==> config.mk <==
export PLATFORM = sky130hd
export DESIGN_NAME = antialiased_line_rasterizer
export DESIGN_NICKNAME = d
export VERILOG_FILES = /design/src/sv/alr_pkg.sv /design/src/sv/alr_divider.sv /design/src/sv/antialiased_line_rasterizer.sv
export SDC_FILE = /design/constraint.sdc
export NUM_CORES = 2
export LEC_CHECK = 0
export BUFFER_PORTS_ARGS = -buffer_cell sky130_fd_sc_hd__buf_2
export CORE_AREA = 2 2 341 427
export CTS_BUF_LIST = sky130_fd_sc_hd__clkbuf_4 sky130_fd_sc_hd__clkbuf_8
export DETAILED_ROUTE_END_ITERATION = 12
export DIE_AREA = 0 0 343 429
export SLEW_MARGIN = 10
export SYNTH_ARGS = -nofsm -noshare
export SYNTH_HDL_FRONTEND = slang
export SYNTH_HIERARCHICAL = 1
export SYNTH_SLANG_ARGS = --single-unit
==> constraint.sdc <==
create_clock -name clock -period 34.8 [get_ports clock]
set_input_delay 0 -clock clock [delete_from_list [all_inputs] [get_ports clock]]
set_output_delay 0 -clock clock [all_outputs]
set_load 0.02 [all_outputs]
==> src/sv/alr_pkg.sv <==
// ----------------------------------------------------------------------------
// Antialiased line rasteriser package
// Shared widths, payload types and the sequencer state type.
// ----------------------------------------------------------------------------
package alr_pkg;

   localparam int COORD_INT_BITS     = 12;
   localparam int COORD_FRAC_BITS    = 8;
   localparam int GRADIENT_FRAC_BITS = 16;

   localparam int COORD_W = COORD_INT_BITS + COORD_FRAC_BITS;
   localparam int MAJOR_W = COORD_INT_BITS + 1;
   localparam int MINOR_W = COORD_INT_BITS + GRADIENT_FRAC_BITS + 2;
   localparam int GRAD_W  = GRADIENT_FRAC_BITS + 2;
   localparam int QUOT_W  = GRADIENT_FRAC_BITS + 1;
   localparam int COV_W   = GRADIENT_FRAC_BITS + COORD_FRAC_BITS + 1;
   localparam int IP_W    = COORD_INT_BITS + 2;

   localparam logic ACTION_START   = 1'b0;
   localparam logic ACTION_ADVANCE = 1'b1;

   typedef struct packed {
      logic               action;
      logic [COORD_W-1:0] start_x;
      logic [COORD_W-1:0] start_y;
      logic [COORD_W-1:0] end_x;
      logic [COORD_W-1:0] end_y;
      logic [7:0]         color_red;
      logic [7:0]         color_green;
      logic [7:0]         color_blue;
      logic               top_edge;
      logic               bottom_edge;
   } alr_req_type;

   typedef struct packed {
      logic [MAJOR_W-1:0] pixel_x;
      logic [MAJOR_W-1:0] pixel_y;
      logic [7:0]         pixel_red;
      logic [7:0]         pixel_green;
      logic [7:0]         pixel_blue;
      logic               last;
   } alr_rsp_type;

   typedef enum logic [2:0] {
      ST_IDLE,
      ST_SETUP,
      ST_DIV,
      ST_EP_MUL,
      ST_EP_Y,
      ST_PX_MUL,
      ST_PX_OUT
   } alr_state_type;

endpackage

==> src/sv/alr_divider.sv <==
// ----------------------------------------------------------------------------
// Gradient divider
// Restoring divider, one quotient bit per cycle, rounding to nearest.
// ----------------------------------------------------------------------------
module alr_divider (
   input  logic                        clock,
   input  logic                        reset,
   input  logic                        start,
   input  logic [alr_pkg::COORD_W-1:0] numer_mag,
   input  logic [alr_pkg::COORD_W-1:0] divisor,
   output logic                        done,
   output logic [alr_pkg::QUOT_W-1:0]  quotient
);

   localparam int W   = alr_pkg::COORD_W;
   localparam int G   = alr_pkg::GRADIENT_FRAC_BITS;
   localparam int QW  = alr_pkg::QUOT_W;
   localparam int CNW = $clog2(QW + 1);

   logic [W+G:0]   full;
   logic [W-1:0]   rem_ff;
   logic [QW-1:0]  low_ff;
   logic [QW-1:0]  quot_ff;
   logic [W-1:0]   div_ff;
   logic [CNW-1:0] count_ff;
   logic           busy_ff;
   logic           done_ff;
   logic [W:0]     trial;
   logic           fits;

   // Half the divisor is added up front so that truncation rounds half up.
   assign full  = {1'b0, numer_mag, {G{1'b0}}} + (W+G+1)'(divisor >> 1);
   assign trial = {rem_ff, low_ff[QW-1]};
   assign fits  = trial >= {1'b0, div_ff};

   always_ff @(posedge clock) begin
      if (reset) begin
         busy_ff  <= 1'b0;
         done_ff  <= 1'b0;
         count_ff <= '0;
      end else begin
         done_ff <= 1'b0;
         if (start) begin
            busy_ff  <= 1'b1;
            count_ff <= CNW'(QW);
         end else if (busy_ff) begin
            count_ff <= count_ff - 1'b1;
            if (count_ff == CNW'(1)) begin
               busy_ff <= 1'b0;
               done_ff <= 1'b1;
            end
         end
      end
   end

   always_ff @(posedge clock) begin
      if (start) begin
         rem_ff  <= W'(full >> QW);
         low_ff  <= full[QW-1:0];
         div_ff  <= divisor;
         quot_ff <= '0;
      end else if (busy_ff) begin
         rem_ff  <= fits ? W'(trial - {1'b0, div_ff}) : W'(trial);
         low_ff  <= {low_ff[QW-2:0], 1'b0};
         quot_ff <= {quot_ff[QW-2:0], fits};
      end
   end

   assign done     = done_ff;
   assign quotient = quot_ff;

endmodule

==> src/sv/antialiased_line_rasterizer.sv <==
// ----------------------------------------------------------------------------
// Antialiased line rasteriser
// Wu-style line generator: endpoint pairs on start, interior pairs on advance.
// ----------------------------------------------------------------------------
// A start request is taken only while the block is idle. It passes through a
// setup state, then the bit-serial gradient divider (skipped when the major
// span is zero), then EP_MUL and EP_Y per endpoint and PX_MUL and PX_OUT per
// pixel before it is ready again; PX_OUT waits while the result side stalls.
// An advance request runs PX_MUL and PX_OUT for each pixel, paced by the
// single shared coverage multiplier and the one result register. Pixels leave
// in the order endpoint 0 lower, upper, endpoint 1 lower, upper; interior
// pairs give the lower minor pixel first, and last marks the final pixel.
module antialiased_line_rasterizer (
   input  logic                 clock,
   input  logic                 reset,
   input  logic                 req_valid,
   output logic                 req_ready,
   input  alr_pkg::alr_req_type req_data,
   output logic                 rsp_valid,
   input  logic                 rsp_ready,
   output alr_pkg::alr_rsp_type rsp_data
);

   localparam int CI  = alr_pkg::COORD_INT_BITS;
   localparam int C   = alr_pkg::COORD_FRAC_BITS;
   localparam int G   = alr_pkg::GRADIENT_FRAC_BITS;
   localparam int W   = alr_pkg::COORD_W;
   localparam int MJW = alr_pkg::MAJOR_W;
   localparam int MW  = alr_pkg::MINOR_W;
   localparam int GW  = alr_pkg::GRAD_W;
   localparam int QW  = alr_pkg::QUOT_W;
   localparam int CVW = alr_pkg::COV_W;
   localparam int IPW = alr_pkg::IP_W;
   localparam int PW  = GW + C + 1;
   localparam int K   = G + C;
   localparam int UP  = (G >= C) ? G - C : 0;
   localparam int DN  = (C > G) ? C - G : 0;

   alr_pkg::alr_state_type state_ff, state_in;

   // line state
   logic                   active_ff;
   logic                   steep_ff;
   logic [MJW-1:0]         pos_ff;
   logic [MJW-1:0]         end_ff;
   logic signed [MW-1:0]   minor_ff;
   logic signed [GW-1:0]   grad_ff;
   logic [23:0]            color_ff;
   logic [1:0]             edges_ff;

   // setup working registers
   logic [W-1:0]           x0_ff, y0_ff, x1_ff, y1_ff;
   logic                   neg_ff;
   logic                   ep_sel_ff;
   logic                   half_ff;
   logic                   interior_ff;
   logic                   last_int_ff;
   logic                   end_now_ff;
   logic [MJW-1:0]         m_ff;
   logic [MJW-1:0]         m0_ff;
   logic [C:0]             xgap_ff;
   logic signed [PW-1:0]   prod_ff;
   logic [G-1:0]           fy_ff;
   logic signed [IPW-1:0]  ip_ff;
   logic signed [MW-1:0]   y0raw_ff;

   // pixel registers
   logic [MJW-1:0]         px_major_ff;
   logic signed [IPW:0]    px_minor_ff;
   logic [CVW-1:0]         px_cov_ff;
   logic                   px_last_ff;

   logic                   rsp_valid_ff;
   alr_pkg::alr_rsp_type   rsp_data_ff;

   // control
   logic                   accept;
   logic                   adv_ok;
   logic                   load_out;
   logic                   div_start;
   logic                   div_done;
   logic [QW-1:0]          quotient;

   // setup datapath
   logic [W-1:0]           ax, ay;
   logic                   steep;
   logic [W-1:0]           sx0, sy0, sx1, sy1;
   logic                   order_swap;
   logic [W-1:0]           ox0, oy0, ox1, oy1;
   logic [W-1:0]           dx;
   logic [W-1:0]           dy_mag;
   logic                   dy_neg;

   // endpoint datapath
   logic [W-1:0]           ex, ey;
   logic [W:0]             xh;
   logic [MJW-1:0]         m_cur;
   logic signed [W+1:0]    off_wide;
   logic signed [C:0]      off;
   logic [W+G-1:0]         tg_wide;
   logic [CI+G-1:0]        tg;
   logic signed [MW-1:0]   yraw;
   logic signed [MW-1:0]   yend;
   logic [MJW:0]           span;

   // pixel datapath
   logic [G:0]             fy_ext;
   logic [G:0]             gone_minus_fy;
   logic [G:0]             mul_a;
   logic [G+C+1:0]         mul_p;

   // interior step
   logic [MJW:0]           step_i;

   // emission
   logic [MJW-1:0]         minor_sat;
   logic [CVW+8:0]         shade_t;
   logic [7:0]             shade_add;
   logic [8:0]             sum_r, sum_g, sum_b;

   localparam logic [G:0] GONE = (G+1)'(1) << G;

   alr_divider u_divider (
      .clock     (clock),
      .reset     (reset),
      .start     (div_start),
      .numer_mag (dy_mag),
      .divisor   (dx),
      .done      (div_done),
      .quotient  (quotient)
   );

   // ---------------- setup: axis swap and endpoint ordering ----------------
   always_comb begin
      ax         = (x1_ff > x0_ff) ? x1_ff - x0_ff : x0_ff - x1_ff;
      ay         = (y1_ff > y0_ff) ? y1_ff - y0_ff : y0_ff - y1_ff;
      steep      = ay > ax;
      sx0        = steep ? y0_ff : x0_ff;
      sy0        = steep ? x0_ff : y0_ff;
      sx1        = steep ? y1_ff : x1_ff;
      sy1        = steep ? x1_ff : y1_ff;
      order_swap = sx0 > sx1;
      ox0        = order_swap ? sx1 : sx0;
      oy0        = order_swap ? sy1 : sy0;
      ox1        = order_swap ? sx0 : sx1;
      oy1        = order_swap ? sy0 : sy1;
      dx         = ox1 - ox0;
      dy_neg     = oy0 > oy1;
      dy_mag     = dy_neg ? oy0 - oy1 : oy1 - oy0;
   end

   // ---------------- endpoint datapath ----------------
   always_comb begin
      ex       = ep_sel_ff ? x1_ff : x0_ff;
      ey       = ep_sel_ff ? y1_ff : y0_ff;
      xh       = {1'b0, ex} + (W+1)'(1 << (C - 1));
      m_cur    = xh[W:C];
      off_wide = $signed({1'b0, m_cur, {C{1'b0}}}) - $signed({2'b00, ex});
      off      = off_wide[C:0];
      tg_wide  = ((W+G)'(ey) << UP) >> DN;
      tg       = tg_wide[CI+G-1:0];
      yraw     = $signed(MW'(tg)) + MW'(prod_ff >>> C);
      yend     = yraw[MW-1] ? '0 : yraw;
      span     = {1'b0, m_ff} - {1'b0, m0_ff};
   end

   // ---------------- coverage multiplier ----------------
   always_comb begin
      fy_ext        = {1'b0, fy_ff};
      gone_minus_fy = GONE - fy_ext;
      if (interior_ff) begin
         if (half_ff) begin
            mul_a = edges_ff[0] ? gone_minus_fy : GONE;
         end else begin
            mul_a = edges_ff[1] ? fy_ext : GONE;
         end
      end else begin
         mul_a = half_ff ? gone_minus_fy : fy_ext;
      end
      mul_p = mul_a * xgap_ff;
   end

   assign step_i = {1'b0, pos_ff} + 1'b1;
   assign adv_ok = active_ff && (step_i < {1'b0, end_ff});

   // ---------------- shading and saturation ----------------
   always_comb begin
      if (px_minor_ff < 0) begin
         minor_sat = '0;
      end else if (px_minor_ff > $signed((IPW+1)'(1) << CI)) begin
         minor_sat = MJW'(1) << CI;
      end else begin
         minor_sat = px_minor_ff[MJW-1:0];
      end
      // 255 * coverage, rounded half up at the coverage scale
      shade_t   = ({9'b0, px_cov_ff} << 8) - {9'b0, px_cov_ff}
                  + ((CVW+9)'(1) << (K - 1));
      shade_add = shade_t[K+7:K];
      sum_r     = {1'b0, color_ff[23:16]} + {1'b0, shade_add};
      sum_g     = {1'b0, color_ff[15:8]}  + {1'b0, shade_add};
      sum_b     = {1'b0, color_ff[7:0]}   + {1'b0, shade_add};
   end

   // ---------------- sequencer ----------------
   always_comb begin
      state_in = state_ff;
      case (state_ff)
         alr_pkg::ST_IDLE: begin
            if (req_valid) begin
               if (req_data.action == alr_pkg::ACTION_START) begin
                  state_in = alr_pkg::ST_SETUP;
               end else if (adv_ok) begin
                  state_in = alr_pkg::ST_PX_MUL;
               end
            end
         end
         alr_pkg::ST_SETUP: begin
            state_in = (dx == '0) ? alr_pkg::ST_EP_MUL : alr_pkg::ST_DIV;
         end
         alr_pkg::ST_DIV: begin
            if (div_done) begin
               state_in = alr_pkg::ST_EP_MUL;
            end
         end
         alr_pkg::ST_EP_MUL: state_in = alr_pkg::ST_EP_Y;
         alr_pkg::ST_EP_Y:   state_in = alr_pkg::ST_PX_MUL;
         alr_pkg::ST_PX_MUL: state_in = alr_pkg::ST_PX_OUT;
         alr_pkg::ST_PX_OUT: begin
            if (load_out) begin
               if (!half_ff) begin
                  state_in = alr_pkg::ST_PX_MUL;
               end else if (interior_ff || ep_sel_ff) begin
                  state_in = alr_pkg::ST_IDLE;
               end else begin
                  state_in = alr_pkg::ST_EP_MUL;
               end
            end
         end
         default: state_in = alr_pkg::ST_IDLE;
      endcase
   end

   always_comb begin
      req_ready = 1'b0;
      div_start = 1'b0;
      load_out  = 1'b0;
      case (state_ff)
         alr_pkg::ST_IDLE:   req_ready = 1'b1;
         alr_pkg::ST_SETUP:  div_start = (dx != '0);
         alr_pkg::ST_PX_OUT: load_out  = !rsp_valid_ff || rsp_ready;
         default: begin
         end
      endcase
   end

   assign accept = req_valid && req_ready;

   always_ff @(posedge clock) begin
      if (reset) begin
         state_ff     <= alr_pkg::ST_IDLE;
         active_ff    <= 1'b0;
         steep_ff     <= 1'b0;
         pos_ff       <= '0;
         end_ff       <= '0;
         minor_ff     <= '0;
         grad_ff      <= '0;
         color_ff     <= '0;
         edges_ff     <= '0;
         rsp_valid_ff <= 1'b0;
         ep_sel_ff    <= 1'b0;
         half_ff      <= 1'b0;
         interior_ff  <= 1'b0;
      end else begin
         state_ff <= state_in;
         if (load_out) begin
            rsp_valid_ff <= 1'b1;
         end else if (rsp_ready) begin
            rsp_valid_ff <= 1'b0;
         end
         case (state_ff)
            alr_pkg::ST_IDLE: begin
               if (accept) begin
                  if (req_data.action == alr_pkg::ACTION_START) begin
                     color_ff    <= {req_data.color_red, req_data.color_green,
                                     req_data.color_blue};
                     edges_ff    <= {req_data.bottom_edge, req_data.top_edge};
                     interior_ff <= 1'b0;
                     ep_sel_ff   <= 1'b0;
                     half_ff     <= 1'b0;
                  end else if (adv_ok) begin
                     pos_ff      <= step_i[MJW-1:0];
                     minor_ff    <= minor_ff + MW'(grad_ff);
                     interior_ff <= 1'b1;
                     half_ff     <= 1'b0;
                     if (step_i + 1'b1 >= {1'b0, end_ff}) begin
                        active_ff <= 1'b0;
                     end
                  end else begin
                     active_ff <= 1'b0;
                  end
               end
            end
            alr_pkg::ST_SETUP: begin
               steep_ff <= steep;
               if (order_swap) begin
                  edges_ff <= {edges_ff[0], edges_ff[1]};
               end
               if (dx == '0) begin
                  grad_ff <= GW'(GONE);
               end
            end
            alr_pkg::ST_DIV: begin
               if (div_done) begin
                  grad_ff <= neg_ff ? -$signed(GW'(quotient)) : $signed(GW'(quotient));
               end
            end
            alr_pkg::ST_EP_Y: begin
               if (ep_sel_ff) begin
                  pos_ff    <= m0_ff;
                  end_ff    <= m_ff;
                  minor_ff  <= y0raw_ff + MW'(grad_ff);
                  active_ff <= span > (MJW+1)'(1);
               end
            end
            alr_pkg::ST_PX_OUT: begin
               if (load_out) begin
                  if (!half_ff) begin
                     half_ff <= 1'b1;
                  end else if (!interior_ff && !ep_sel_ff) begin
                     ep_sel_ff <= 1'b1;
                     half_ff   <= 1'b0;
                  end
               end
            end
            default: begin
            end
         endcase
      end
   end

   // payload and working registers
   always_ff @(posedge clock) begin
      case (state_ff)
         alr_pkg::ST_IDLE: begin
            if (accept) begin
               if (req_data.action == alr_pkg::ACTION_START) begin
                  x0_ff <= req_data.start_x;
                  y0_ff <= req_data.start_y;
                  x1_ff <= req_data.end_x;
                  y1_ff <= req_data.end_y;
               end else begin
                  fy_ff       <= minor_ff[G-1:0];
                  ip_ff       <= minor_ff[MW-1:G];
                  xgap_ff     <= (C+1)'(1) << C;
                  last_int_ff <= step_i + 1'b1 >= {1'b0, end_ff};
                  px_major_ff <= step_i[MJW-1:0];
               end
            end
         end
         alr_pkg::ST_SETUP: begin
            x0_ff  <= ox0;
            y0_ff  <= oy0;
            x1_ff  <= ox1;
            y1_ff  <= oy1;
            neg_ff <= dy_neg;
         end
         alr_pkg::ST_EP_MUL: begin
            m_ff    <= m_cur;
            xgap_ff <= ((C+1)'(1) << C) - {1'b0, xh[C-1:0]};
            prod_ff <= PW'(grad_ff * off);
         end
         alr_pkg::ST_EP_Y: begin
            fy_ff       <= yend[G-1:0];
            ip_ff       <= yend[MW-1:G];
            px_major_ff <= m_ff;
            if (!ep_sel_ff) begin
               m0_ff    <= m_ff;
               y0raw_ff <= yraw;
            end else begin
               end_now_ff <= span <= (MJW+1)'(1);
            end
         end
         alr_pkg::ST_PX_MUL: begin
            px_cov_ff   <= mul_p[CVW-1:0];
            px_minor_ff <= (IPW+1)'(ip_ff) + (IPW+1)'(half_ff);
            px_last_ff  <= half_ff && (interior_ff ? last_int_ff
                                                   : (ep_sel_ff && end_now_ff));
         end
         alr_pkg::ST_PX_OUT: begin
            if (load_out) begin
               rsp_data_ff.pixel_x     <= steep_ff ? minor_sat : px_major_ff;
               rsp_data_ff.pixel_y     <= steep_ff ? px_major_ff : minor_sat;
               rsp_data_ff.pixel_red   <= sum_r[8] ? 8'hFF : sum_r[7:0];
               rsp_data_ff.pixel_green <= sum_g[8] ? 8'hFF : sum_g[7:0];
               rsp_data_ff.pixel_blue  <= sum_b[8] ? 8'hFF : sum_b[7:0];
               rsp_data_ff.last        <= px_last_ff;
            end
         end
         default: begin
         end
      endcase
   end

   assign rsp_valid = rsp_valid_ff;
   assign rsp_data  = rsp_data_ff;

endmodule

### Word-level counts from Yosys, hierarchy flattened

Index checks and enable logic that the tools add are counted.

* output and inout port bits: 53
* input port bits: 111
* register bits: 500
* logic and storage cells: 261

* reductions and logical operators: 38
* multiply operators: 2
* mux-type cells: 112
* equality and inequality tests: 22
* add/subtract/negate cells: 27
* bitwise logic cells: 3
* order comparisons: 12

Operators by type and width (count)
* $mux 20: 24
* $pmux 20 s2: 4
* $sub 20x20->20: 8
* $mux 13: 10
* $mux 30: 4
* $mux 17: 7
* $gt 20x20->1: 5
* $add 30x18->30: 2
* $pmux 30 s2: 1
* $mux 18: 3
* $pmux 13 s2: 2
* $add 36x19->37: 1
* $pmux 18 s2: 1
* $add 32x24->32 const B: 1
* $mux 16: 2
* $pmux 16 s2: 1
* $sub 32x25->32: 1
* $add 29x19->30: 1
* $mux 1: 29
* $mux 29: 1
* $mux 14: 2
* $pmux 14 s2: 1
* $add 8x8->9: 3
* $mul 18x9->27: 1
* 48 further kinds: 101

### Longest topological paths before layout

* word-level depth: 10
* mapped depth: 72
* gate-level depth less buffers: 62

### Modules after synthesis

The synthesis kept the hierarchy.

By module, submodules not included
* antialiased_line_rasterizer: cells an instance 4928, area an instance 41885.2 um2, times used 1, seq. area each 11250.8 um2
* alr_divider: cells an instance 467, area an instance 4964.8 um2, times used 1, seq. area each 2192.1 um2

### Worst setup path before layout

No wires, ideal clock.

* kind: register to register
* start point: reg y0_ff[13]
* end point: reg u_divider.rem_ff[17] (data pin)
* arrival: 14.895 ns
* path slack: 19.636 ns
* cell stages (with the launch flop): 69
* buffers on the path: 15
* period minus slack after synthesis: 15.164 ns
* cell sequence: edfxtp_1 -> inv_1 -> ha_1 -> clkbuf_1 -> a21o_1 -> a21o_1 -> a21o_1 -> a2111oi_0 -> o221ai_1 -> and4_1 -> nor2_1 -> clkbuf_1 -> mux2i_1 -> inv_1 -> o22ai_1 -> o21ba_2 -> a221oi_1 -> o211ai_1 -> [... 33 more ...] -> o21ai_0 -> a211oi_1 -> a31oi_1 -> o21ai_0 -> a221o_1 -> nand2_1 -> clkbuf_1 -> buf_1 -> mux2i_1 -> xor2_1 -> ha_1 -> a21o_1 -> or3b_2 -> nor3_1 -> nand3_1 -> xnor2_1 -> a32oi_1 -> o31ai_2

* word-level cells in the longest chain between the ends: 10
* elaborated cells on any way between the ends: 23

Ends and longest elaborated chain
* from (decl): RTL line antialiased_line_rasterizer.sv:52 `logic [W-1:0] x0_ff, y0_ff, x1_ff, y1_ff;`
* from (signal assigned): RTL line antialiased_line_rasterizer.sv:348 `y0_ff <= req_data.start_y;`
* from (signal assigned): RTL line antialiased_line_rasterizer.sv:362 `y0_ff <= oy0;`
* $sub 20x20->20 or $gt 20x20->1 (tied branches): RTL line antialiased_line_rasterizer.sv:136 `ay = (y1_ff > y0_ff) ? y1_ff - y0_ff : y0_ff - y1_ff;`
* $mux 20: RTL line antialiased_line_rasterizer.sv:136
* $gt 20x20->1: RTL line antialiased_line_rasterizer.sv:137 `steep = ay > ax;`
* $mux 20, on equally long branches: RTL line antialiased_line_rasterizer.sv:138, antialiased_line_rasterizer.sv:140
* $gt 20x20->1: RTL line antialiased_line_rasterizer.sv:142 `order_swap = sx0 > sx1;`
* $mux 20, on equally long branches: RTL line antialiased_line_rasterizer.sv:146, antialiased_line_rasterizer.sv:144
* $sub 20x20->20 or $gt 20x20->1 (tied branches): RTL line antialiased_line_rasterizer.sv:149, antialiased_line_rasterizer.sv:148
* $mux 20 (*): RTL line antialiased_line_rasterizer.sv:149 `dy_mag = dy_neg ? oy0 - oy1 : oy1 - oy0;`
* net dy_mag[2]: RTL line antialiased_line_rasterizer.sv:91 `logic [W-1:0] dy_mag;`
* $add 36x19->37 (*): RTL line alr_divider.sv:32 `assign full = {1'b0, numer_mag, {G{1'b0}}} + (W+G+1)'(divisor >> 1);`
* $mux 20 (*): RTL line alr_divider.sv:57 `if (start) begin`
* to (signal assigned): RTL line alr_divider.sv:58 `rem_ff <= W'(full >> QW);`
* to (signal assigned): RTL line alr_divider.sv:63 `rem_ff <= fits ? W'(trial - {1'b0, div_ff}) : W'(trial);`
* to (decl): RTL line alr_divider.sv:21 `logic [W-1:0] rem_ff;`

Mark *: on every way through the listed nets, which the timed path passes. The rest lies on a longest branch.
A chain may end at the register's enable or synchronous reset.

### Worst setup path after layout

* start point: reg y1_ff[0]
* end point: reg u_divider.rem_ff[18] (data pin)

* word-level cells in the longest chain between the ends: 10
* elaborated cells on any way between the ends: 23

Ends and longest elaborated chain
* from (decl): RTL line antialiased_line_rasterizer.sv:52
* from (signal assigned): RTL line antialiased_line_rasterizer.sv:350 `y1_ff <= req_data.end_y;`
* from (signal assigned): RTL line antialiased_line_rasterizer.sv:364 `y1_ff <= oy1;`
* $sub 20x20->20 or $gt 20x20->1 (tied branches): RTL line antialiased_line_rasterizer.sv:136
* $mux 20: RTL line antialiased_line_rasterizer.sv:136
* $gt 20x20->1: RTL line antialiased_line_rasterizer.sv:137
* $mux 20, on equally long branches: RTL line antialiased_line_rasterizer.sv:138, antialiased_line_rasterizer.sv:140
* $gt 20x20->1: RTL line antialiased_line_rasterizer.sv:142
* $mux 20, on equally long branches: RTL line antialiased_line_rasterizer.sv:146, antialiased_line_rasterizer.sv:144
* $sub 20x20->20 or $gt 20x20->1 (tied branches): RTL line antialiased_line_rasterizer.sv:149, antialiased_line_rasterizer.sv:148
* $mux 20 (*): RTL line antialiased_line_rasterizer.sv:149
* net dy_mag[9]: RTL line antialiased_line_rasterizer.sv:91
* $add 36x19->37 (*): RTL line alr_divider.sv:32
* $mux 20 (*): RTL line alr_divider.sv:57

Marks and branches as above.

==> flow_metrics.env <==
export IMPL_finalSetupTns_ps=0
export IMPL_setup_viol=0
export IMPL_min_to="y0_ff[19]"
export IMPL_reg2reg_depth=58
export IMPL_ant_nets=0
export IMPL_clock_sinks=492
export IMPL_numCtsBuffers=90
export IMPL_clk_latency_ps=760
export IMPL_max_cap_viol_count=0
export IMPL_final_nets=6404
export IMPL_row_count=155
export IMPL_drive_gt1_share_pct=9.029
export IMPL_grt_pass1_vias=39160
export IMPL_clock_path_buffers=3
export IMPL_period_share_pct=55.46
export IMPL_synthCells=5395
export IMPL_grt_overflow_total=0
export IMPL_layout_common_cells="nand2_1, inv_1, ha_1"
export IMPL_initial_utilization_pct=32.82
export IMPL_grt_max_degree=91
export IMPL_die_w_um=343
export IMPL_holdCritStartpoint="req_data[85]"
export IMPL_cp_required_ps=35260
export IMPL_reg2reg_slack_ps=15500
export IMPL_cp_top_family="compound AO/OA/AOI/OAI gates"
export IMPL_vias=39610
export IMPL_min_period_ps=19300
export IMPL_status="finished clean"
export IMPL_gp_congestion=0.9938
export IMPL_core_area_um2=142700
export IMPL_clock_skew_ps=42.09
export IMPL_synthesis_nets=6195
export IMPL_endpoint_kind="register"
export IMPL_seq_area_frac_synth_pct=28.69
export IMPL_synth_async_reset_ratio_pct=0
export IMPL_synth_edf_count=359
export IMPL_wl_per_cell_um=19.05
export IMPL_startpoint_type="register"
export IMPL_critPathMostFrequentCell="buf_4"
export IMPL_max_slew_margin_rel_pct=13.15
export IMPL_r2r_start="y1_ff[0]"
export IMPL_totalWireLength_um=144100
export IMPL_ctsHoldBuffers=146
export IMPL_finalHoldViolations=0
export IMPL_dr_pass1_iters=5
export IMPL_synthToLayoutAreaGrowth_pct=13.10
export IMPL_via_per_inst=5.235
export IMPL_cp_num_buf_inv=7
export IMPL_layout_cells_most_common="nand2_1"
export IMPL_grt_antenna_before_repair=2
export IMPL_reg2reg_to="u_divider/rem_ff[18]"
export IMPL_min_path_type="primary input to register"
export IMPL_slew_viol_final=0
export IMPL_max_stage_delay_ps=910
export IMPL_hold_path_cell_count=4
export IMPL_drc_errors=0
export IMPL_drt_iter0_drc=2738
export IMPL_cts_setup_buffers=0
export IMPL_io_buffers=163
export IMPL_synth_area_um2=46850
export IMPL_critPathMaxFanout=72
export IMPL_cp_slowest_cell="nor4_1"
export IMPL_tightest_slew_ps=1295
export IMPL_cts_tree="built"
export IMPL_clockRootBuffer="clkbuf_8"
export IMPL_critPathKind="register to register"
export IMPL_max_freq_mhz=51.82
export IMPL_ys_ff_latch=492
export IMPL_io_pins=164
export IMPL_dieArea_um2=147100
export IMPL_synth_main_ff_cell="edfxtp_1"
export IMPL_htreeDepth=3
export IMPL_cts_resized=0
export IMPL_rsz0062_at_grt="false"
export IMPL_ys_types=110
export IMPL_grt_total_usage_pct=19.22
export IMPL_place_hpwl_um=114000
export IMPL_cp_arrival_ps=19760
export IMPL_die_y_um=429
export IMPL_yosysWarnings=6
export IMPL_grt_pass1_wl_um=222000
export IMPL_clkTransAtPathRegs_ps=60
export IMPL_avgSynthCellArea_um2=8.684
-- cell type report --
type | count | area (um2)
Fill cell | 14650 | 89750
Multi-Input combinational cell | 4102 | 30460
Sequential cell | 492 | 13450
Timing Repair Buffer | 355 | 2625
Tap cell | 1884 | 2357
Inverter | 563 | 2113
Clock buffer | 124 | 1531
Clock inverter | 46 | 452.9
Antenna cell | 1 | 2.502
-- worst max-delay path by stage --
stage | start | end | slack (ps) | cells after the start
3_5_place_dp | y1_ff[0] | u_divider/rem_ff[18] | 16010 | 58
2_1_floorplan | y0_ff[13] | u_divider/rem_ff[17] | 19640 | 68
6_report | y1_ff[0] | u_divider/rem_ff[18] | 15500 | 58
5_1_grt | y1_ff[0] | u_divider/rem_ff[18] | 14780 | 59
3_3_place_gp | y1_ff[0] | u_divider/rem_ff[18] | 16210 | 59
4_1_cts | y1_ff[0] | u_divider/rem_ff[18] | 15970 | 58
-- layer usage --
| metal | GRT usage, % | share of wire (%) | routed length (um) | up-vias |
|---|---|---|---|---|
| li1 | - | - | - | 18960 |
| met1 | 23.53 | 42 | 60010 | 19240 |
| met2 | 34.43 | 50 | 71490 | 1149 |
| met3 | 2.320 | 5.0 | 7177 | 262 |
| met4 | 6.672 | 3.8 | 5468 | 0 |
| met5 | 0 | 0 | 0 | - |
-- worst min-delay path, stage by stage --
cell           delay, ps
dlygate4sd3_1        510
buf_2                 90
nand2_1               40
nand2_1               50
-- cell usage after synthesis, drive strengths merged (12+ instances only) --
cell / n / share of area (%)
o21a: 34 / 0.54
o211ai: 27 / 0.43
dfxtp: 133 / 5.7
o21ai: 318 / 3.4
or3: 30 / 0.41
ha: 438 / 12
or2: 36 / 0.48
clkbuf: 175 / 1.4
nand4: 41 / 0.56
o21bai: 48 / 0.77
a31oi: 58 / 0.81
and2: 159 / 2.1
a21o: 85 / 1.4
xor2: 94 / 1.8
fa: 251 / 11
nand2: 843 / 6.8
nand3b: 12 / 0.19
o311ai: 15 / 0.36
nor2b: 36 / 0.49
a31o: 14 / 0.26
inv: 561 / 4.5
o31ai: 24 / 0.42
and3: 33 / 0.44
mux2: 41 / 0.99
buf: 63 / 0.62
a21oi: 357 / 3.8
a21boi: 15 / 0.24
nor4: 20 / 0.33
a221oi: 14 / 0.28
mux2i: 112 / 2.4
edfxtp: 359 / 23
nor3: 65 / 0.69
a211oi: 67 / 1.2
nand3: 100 / 1.1
nand2b: 36 / 0.48
xnor2: 186 / 3.5
a211o: 13 / 0.25
nor2: 337 / 2.7
-- state kept, by name, summed over array words and instances, names as in the netlist, 18 cells and up --
register / flops
y0raw_ff: 30
x0_ff: 20
y0_ff: 20
px_cov_ff: 25
color_ff: 24
y1_ff: 20
prod_ff: 19
u_divider/rem_ff: 20
u_divider/div_ff: 20
minor_ff: 30
x1_ff: 20
grad_ff: 18
rsp_data: 51
-- cells by family (layout without fill, tap and decap cells) --
logic type	count (synthesis)	after routing	synth area share [%]
flops	492	492	28.69
other cells	0	1	0
xor+xnor	280	280	5.234
mux	153	153	3.386
fa+ha+maj	691	691	22.47
buf+inv	801	1088	6.532
compound gates	1195	1195	16.30
simple gates	1783	1783	17.39
-- per-stage QoR --
step / util [%] / hold slack, ps / instances / setup WS, ps / cell area (um2)
6_report: 37.12 / 74.80 / 7567 / 15500 / 52990
3_5_place_dp: 34.71 / 251.3 / 7250 / 16010 / 49540
3_3_place_gp: 34.71 / 240.6 / 7250 / 16210 / 49540
5_1_grt: 37.12 / 78.33 / 7567 / 14780 / 52990
2_1_floorplan: - / 69.07 / 5395 / 19640 / 46850
4_1_cts: 37.12 / 9.724 / 7566 / 15970 / 52990
Power is not shown: default switching activity piles up to over one toggle a cycle in this logic, so the estimate is an artifact.
